## src/hdl/srpq_pkg.sv

```systemverilog
// ----------------------------------------------------------------------------
// srpq_pkg
// Shared types and codes for the sorted ring priority queue.
// ----------------------------------------------------------------------------
package srpq_pkg;

  localparam int SRPQ_DEPTH = 16;

  // Operation field codes
  localparam logic OP_INSERT = 1'b0;
  localparam logic OP_REMOVE = 1'b1;

  // Status field codes
  localparam logic [1:0] ST_DONE  = 2'd0;
  localparam logic [1:0] ST_FULL  = 2'd1;
  localparam logic [1:0] ST_EMPTY = 2'd2;

  typedef struct packed {
    logic              operation;
    logic signed [31:0] value;
  } req_t;

  typedef struct packed {
    logic signed [31:0] out_value;
    logic [1:0]         status;
    logic [4:0]         count;
    logic               is_empty;
    logic               is_full;
  } rsp_t;

  // Command broadcast to every cell
  typedef enum logic [1:0] {
    CMD_HOLD   = 2'd0,
    CMD_INSERT = 2'd1,
    CMD_REMOVE = 2'd2
  } cmd_op_t;

  typedef struct packed {
    cmd_op_t            op;
    logic signed [31:0] value;
  } cmd_t;

endpackage

```

## src/hdl/srpq_cell.sv

```systemverilog
// ----------------------------------------------------------------------------
// srpq_cell
// One slot of the sorted chain: compares against the broadcast value and
// shifts toward the tail on insert or toward the head on removal.
// ----------------------------------------------------------------------------
module srpq_cell (
  input  logic               clk,
  input  logic               rst,
  input  srpq_pkg::cmd_t     cmd,
  input  logic signed [31:0] left_value,
  input  logic               left_valid,
  input  logic               left_keep,
  input  logic signed [31:0] right_value,
  input  logic               right_valid,
  output logic signed [31:0] value,
  output logic               valid,
  output logic               keep
);
  import srpq_pkg::*;

  // Stay put when holding a value greater than or equal to the new one
  assign keep = valid && !($signed(cmd.value) > $signed(value));

  always_ff @(posedge clk) begin
    case (cmd.op)
      CMD_INSERT: begin
        if (!keep) begin
          value <= left_keep ? cmd.value : left_value;
        end
      end
      CMD_REMOVE: begin
        value <= right_value;
      end
      default: begin
      end
    endcase
  end

  always_ff @(posedge clk) begin
    if (rst) begin
      valid <= 1'b0;
    end else begin
      case (cmd.op)
        CMD_INSERT: begin
          if (!keep) begin
            valid <= left_valid;
          end
        end
        CMD_REMOVE: begin
          valid <= right_valid;
        end
        default: begin
        end
      endcase
    end
  end

endmodule

```

## src/hdl/sorted_ring_priority_queue.sv

```systemverilog
// ----------------------------------------------------------------------------
// sorted_ring_priority_queue
// Priority queue of signed 32-bit values held in descending order.
// ----------------------------------------------------------------------------
// The queue takes one transaction per cycle while the result register is free
// or drains; the result is registered and shows in the cycle after acceptance.
// Every cell compares its own value against the broadcast insert value and
// looks only at its direct neighbors, so insert and removal work the same way
// regardless of DEPTH. Cell 0 always holds the largest value; an insert lands
// after every stored value greater than or equal to it, so equal values
// leave first in first out. An insert into a full queue is dropped with
// status 1, a removal from an empty queue returns status 2; in both cases
// out_value is zero and the contents stay as they were. The count field is
// five bits wide and shows the low bits of the occupancy for larger DEPTH.
// No clearing pass is needed after reset: slot contents are qualified by a
// per-cell valid bit.
// ----------------------------------------------------------------------------
module sorted_ring_priority_queue #(
  parameter int DEPTH = srpq_pkg::SRPQ_DEPTH
) (
  input  logic           clk,
  input  logic           rst,
  input  logic           req_valid,
  output logic           req_ready,
  input  srpq_pkg::req_t req,
  output logic           rsp_valid,
  input  logic           rsp_ready,
  output srpq_pkg::rsp_t rsp
);
  import srpq_pkg::*;

  localparam int CNT_W = $clog2(DEPTH + 1);
  localparam logic [CNT_W-1:0] CNT_FULL = CNT_W'(DEPTH);
  localparam logic [CNT_W-1:0] CNT_ONE  = CNT_W'(1);

  logic               fire;
  logic               is_full_now;
  logic               is_empty_now;
  logic [CNT_W-1:0]   count;
  logic [CNT_W-1:0]   count_next;
  logic [CNT_W+4:0]   count_ext;
  cmd_t               cmd;
  rsp_t               rsp_next;

  logic signed [31:0] cell_value [DEPTH];
  logic [DEPTH-1:0]   cell_valid;
  logic [DEPTH-1:0]   cell_keep;

  // Accept a new transaction whenever the result register is free or drains
  assign req_ready    = !rsp_valid || rsp_ready;
  assign fire         = req_valid && req_ready;
  assign is_full_now  = (count == CNT_FULL);
  assign is_empty_now = (count == '0);

  // Decode the accepted transaction into a chain command
  always_comb begin
    cmd.value  = req.value;
    cmd.op     = CMD_HOLD;
    count_next = count;
    rsp_next.out_value = '0;
    rsp_next.status    = ST_DONE;
    if (fire) begin
      unique case (req.operation)
        OP_INSERT: begin
          if (is_full_now) begin
            rsp_next.status = ST_FULL;
          end else begin
            cmd.op     = CMD_INSERT;
            count_next = count + CNT_ONE;
          end
        end
        OP_REMOVE: begin
          if (is_empty_now) begin
            rsp_next.status = ST_EMPTY;
          end else begin
            cmd.op             = CMD_REMOVE;
            count_next         = count - CNT_ONE;
            rsp_next.out_value = cell_value[0];
          end
        end
        default: begin
        end
      endcase
    end
    count_ext         = {5'b0, count_next};
    rsp_next.count    = count_ext[4:0];
    rsp_next.is_empty = (count_next == '0);
    rsp_next.is_full  = (count_next == CNT_FULL);
  end

  // Chain of cells: cell 0 is the head, cell DEPTH-1 the tail end
  for (genvar i = 0; i < DEPTH; i++) begin : g_cell
    logic signed [31:0] lv;
    logic               lval;
    logic               lkeep;
    logic signed [31:0] rv;
    logic               rval;

    if (i == 0) begin : g_head
      assign lv    = '0;
      assign lval  = 1'b1;
      assign lkeep = 1'b1;
    end else begin : g_body
      assign lv    = cell_value[i-1];
      assign lval  = cell_valid[i-1];
      assign lkeep = cell_keep[i-1];
    end

    if (i == DEPTH - 1) begin : g_tail
      assign rv   = '0;
      assign rval = 1'b0;
    end else begin : g_mid
      assign rv   = cell_value[i+1];
      assign rval = cell_valid[i+1];
    end

    srpq_cell u_cell (
      .clk         (clk),
      .rst         (rst),
      .cmd         (cmd),
      .left_value  (lv),
      .left_valid  (lval),
      .left_keep   (lkeep),
      .right_value (rv),
      .right_valid (rval),
      .value       (cell_value[i]),
      .valid       (cell_valid[i]),
      .keep        (cell_keep[i])
    );
  end

  // Occupancy and result handshake
  always_ff @(posedge clk) begin
    if (rst) begin
      count     <= '0;
      rsp_valid <= 1'b0;
    end else begin
      count <= count_next;
      if (fire) begin
        rsp_valid <= 1'b1;
      end else if (rsp_ready) begin
        rsp_valid <= 1'b0;
      end
    end
  end

  // Load the result register on acceptance; hold it while stalled
  always_ff @(posedge clk) begin
    if (fire) begin
      rsp <= rsp_next;
    end
  end

  // Valid bits form a prefix; their count must match the occupancy
  a_count_matches_valid : assert property (@(posedge clk) disable iff (rst)
    $countones(cell_valid) == int'(count))
    else $error("cell valid bits disagree with occupancy count");

  a_count_bounded : assert property (@(posedge clk) disable iff (rst)
    count <= CNT_FULL)
    else $error("occupancy count exceeds depth");

  // Head pair stays in descending order
  a_head_sorted : assert property (@(posedge clk) disable iff (rst)
    cell_valid[1] |-> !($signed(cell_value[1]) > $signed(cell_value[0])))
    else $error("head cells out of order");

  a_full_drop_flag : assert property (@(posedge clk) disable iff (rst)
    (rsp_valid && rsp.status == ST_FULL) |-> rsp.is_full)
    else $error("dropped insert reported without full flag");

  a_empty_drop_flag : assert property (@(posedge clk) disable iff (rst)
    (rsp_valid && rsp.status == ST_EMPTY) |-> (rsp.is_empty && rsp.out_value == '0))
    else $error("empty removal reported with data or without empty flag");

endmodule

```

## config.mk

```make
export PLATFORM = sky130hd
export DESIGN_NAME = sorted_ring_priority_queue
export DESIGN_NICKNAME = d
export VERILOG_FILES = /design/src/hdl/srpq_pkg.sv /design/src/hdl/srpq_cell.sv /design/src/hdl/sorted_ring_priority_queue.sv
export SDC_FILE = /design/constraint.sdc
export NUM_CORES = 2
export LEC_CHECK = 0
export ABC_AREA = 1
export BUFFER_PORTS_ARGS = -buffer_cell sky130_fd_sc_hd__buf_4
export CELL_PAD_IN_SITES_DETAIL_PLACEMENT = 1
export CELL_PAD_IN_SITES_GLOBAL_PLACEMENT = 1
export CORE_MARGIN = 2
export CORE_UTILIZATION = 45
export CTS_BUF_LIST = sky130_fd_sc_hd__clkbuf_8
export CTS_CLUSTER_SIZE = 24
export DETAILED_ROUTE_END_ITERATION = 12
export GPL_TIMING_DRIVEN = 0
export PLACE_DENSITY = 0.86
export RECOVER_POWER = 25
export SLEW_MARGIN = 20
export SYNTH_ARGS = -nofsm -noshare
export SYNTH_HDL_FRONTEND = slang
export SYNTH_HIERARCHICAL = 1
export SYNTH_SLANG_ARGS = --single-unit
```

## constraint.sdc

```tcl
create_clock -name clk -period 4.3 [get_ports clk]
set_clock_uncertainty 0.15 [all_clocks]
set_input_delay 0 -clock clk [delete_from_list [all_inputs] [get_ports clk]]
set_output_delay 0 -clock clk [all_outputs]
set_load 0.005 [all_outputs]
```

==> results.md <==
- GP Congestion: around 0.88
- Hold_sp: req[32]
- Slew Limit Fails: 0
- Status: finished clean
- Post-Syn Area: about 0.044 mm^2
- Worst slew pin tran: between 800 and 900 ps
- Hold Path Class: in -> reg
- Clock tree sinks: around 580
- Max Fclk: between 0.2 and 0.25 GHz
- Critical Path Start Type: input pin
- Largest net degree at the start of global routing: 33
- Post-Syn Instances: between 5k and 6k
- Clock power frac: 29.9%
- Final Hold Viols: 0
- Worst EP arrival: around 4400 ps
- Num CTS Buffers: 106
- CP Launch Point: rsp_ready
- CTS tree: done
- Post-DR wirelength/cell: between 20 and 25 um
- First-pass GRT wire length: about 250000 um
- M3 GR Usage: 4.95%
- Max IR drop VDD: about 0.22 mV
- Total congestion overflow: 0
- Initial drt markers: 2894
- DR pass1 iterations: 6
- # IOs: 80
- Sequential Power Share: ~43%
- Gr usage total: roughly a third
- Die X: about 320 um
- Int Pwr: roughly 12 mW
- Final period util: a little over nine tenths
- Final ANT Viol Nets: 0
- Residual DRC: 0
- Minimum clock period: between 4000 and 5000 ps
- Post-DP HPWL: 117000 um
- Sw frac: a little over a third
- Placed cell count: roughly 7k
- Row count: about 110
- Clk slew on worst S/H paths: about 60 ps
- Initial antenna violation count: 3
- Max-Cap Viols: 0
- Crit end category: flip-flop
- Clk buf depth: 3
- Pwr per Cell Area: 387 mW/mm^2
- Clk Latency, worst-skew pair: around 800 ps
- Placeable Area: roughly 0.096 mm^2
- Layout cells sized above 1: under 10%
- Met2 Use GR: between 50 and 60%
- CTS Root Cell: clkbuf_8
- Setup Viol. Count Final: 0
- Critical path class: in -> reg
- Layout net count: 6568
- Die Height: 315 um
- WL final: between 150000 and 200000 um
- Final std cells w/o fill: 7384
- Initial Utilization: between 40% and 50%
- Ys Warns: 6
- Combinational power share: a little over a quarter
- R2R Path Start: count[0]$_SDFF_PP0_
- Final core utilization: around 51%
- DIE AREA: between 0.09 and 0.1 mm^2
- Avg Inst Size Synth: roughly 7.6 um^2
- Area growth, synth to finish: 11.6%
- Routing usage on met1: a little under two fifths
- H-Tree Depth: 3
- Vias in the first global route: 44.8k
- Slew Limit Headroom: about 41%
- Most Crowded Layer GR: met2
- Vias: approximately 42k
- Lkg Pwr: ~24 nW
- RSZ-0062 raised after global routing: no
- Largest fanout on the critical path: 32
- Switch Pwr: about 6.9 mW
- PortBufs: 78
- CP required: approximately 4600 ps
- Vias per cell: 5.70
-- sequential cells by signal, summed over array words and instances, names as in the netlist --
signal / count
count: 5
g_cell.u_cell/valid: 16
g_cell.u_cell/value: 512
rsp: 41
rsp_valid: 1
-- layout by cell type, fill, tap and decap left out, types with 53 or more instances in the layout --
| cell type | n |
|---|---|
| nand2_1 | 1661 |
| a31oi_1 | 496 |
| conb_1 | 71 |
| inv_1 | 920 |
| nand3_1 | 60 |
| clkbuf_8 | 110 |
| edfxtp_1 | 553 |
| nand2_2 | 53 |
| a21oi_1 | 197 |
| nor2_1 | 757 |
| ha_1 | 514 |
| clkbuf_1 | 135 |
| buf_1 | 72 |
-- path summary, 6_finish.rpt --
| path | endpoint | slack (ps) | cells after the start |
|---|---|---|---|
| worst max-delay path | g_cell[8].u_cell/value[4]$_DFFE_PP_ | 190 | 14 |
| worst min-delay path | count[1]$_SDFF_PP0_ | 90 | 5 |
| worst max register to register | g_cell[8].u_cell/value[4]$_DFFE_PP_ | 190 | 10 |
| worst min register to register | count[1]$_SDFF_PP0_ | 420 | 2 |
-- cell type report --
cell class                 count  area [um^2]
fill                       12300        47700
inverter                     911         3420
multi-input combinational   4088        22600
timing repair buffer         121         1040
sequential                   575        17000
tap                         1276         1600
clock inverter                87          631
clock buffer                 110         1510
buffer                       214          877
antenna                        2         5.00
-- metal layers --
layer  vias up  wire, um  part of all wire, %
met5         -        13               0.0080
met4         2      8320                  5.1
met3       604      9970                  6.1
met2      1576     81600                   50
met1     20600     63400                   39
li1      19300         -                    -
-- critical path: stages --
cell and delay (ps):
dlygate4sd3_1 530, buf_4 100, dlygate4sd3_1 550, inv_2 60
a21oi_4 340, buf_16 230, buf_16 190, inv_2 90
nor2_4 630, buf_16 250, nand2_1 150, buf_4 220
clkbuf_1 260, nand2_2 680
-- timing repair --
action	4_1_cts	5_1_grt
endpoints found under the setup margin	0	495
buffers inserted	0	0
gates resized for setup	0	11
hold buffers	39	0
hold endpoints to repair	616	0
-- power groups by stage --
stage | clock network (mW) | registers [mW] | logic, mW
after floorplan | 0 | 7.71 | 3.41
after global placement | 0 | 8.20 | 4.52
after detailed placement | 0 | 8.19 | 4.92
after CTS | 5.68 | 8.09 | 5.03
after global routing | 5.94 | 8.14 | 5.72
final | 5.64 | 8.09 | 5.12
-- metrics by stage --
| stage | power [mW] | hold WS, ps | TNS [ps] | instance area (um^2) | setup WS [ps] |
|---|---|---|---|---|---|
| after floorplan | 11.1 | -80.9 | 0 | 43900 | 319 |
| after global placement | 12.7 | 141 | -1213530 | 46100 | -1960 |
| after detailed placement | 13.1 | 172 | 0 | 46200 | 241 |
| after CTS | 18.8 | 77.4 | 0 | 48800 | 156 |
| after global routing | 19.8 | 122 | 0 | 48700 | 23.9 |
| final | 18.9 | 86.0 | 0 | 48700 | 187 |
Note: power is estimated with default switching activity, not from simulation.
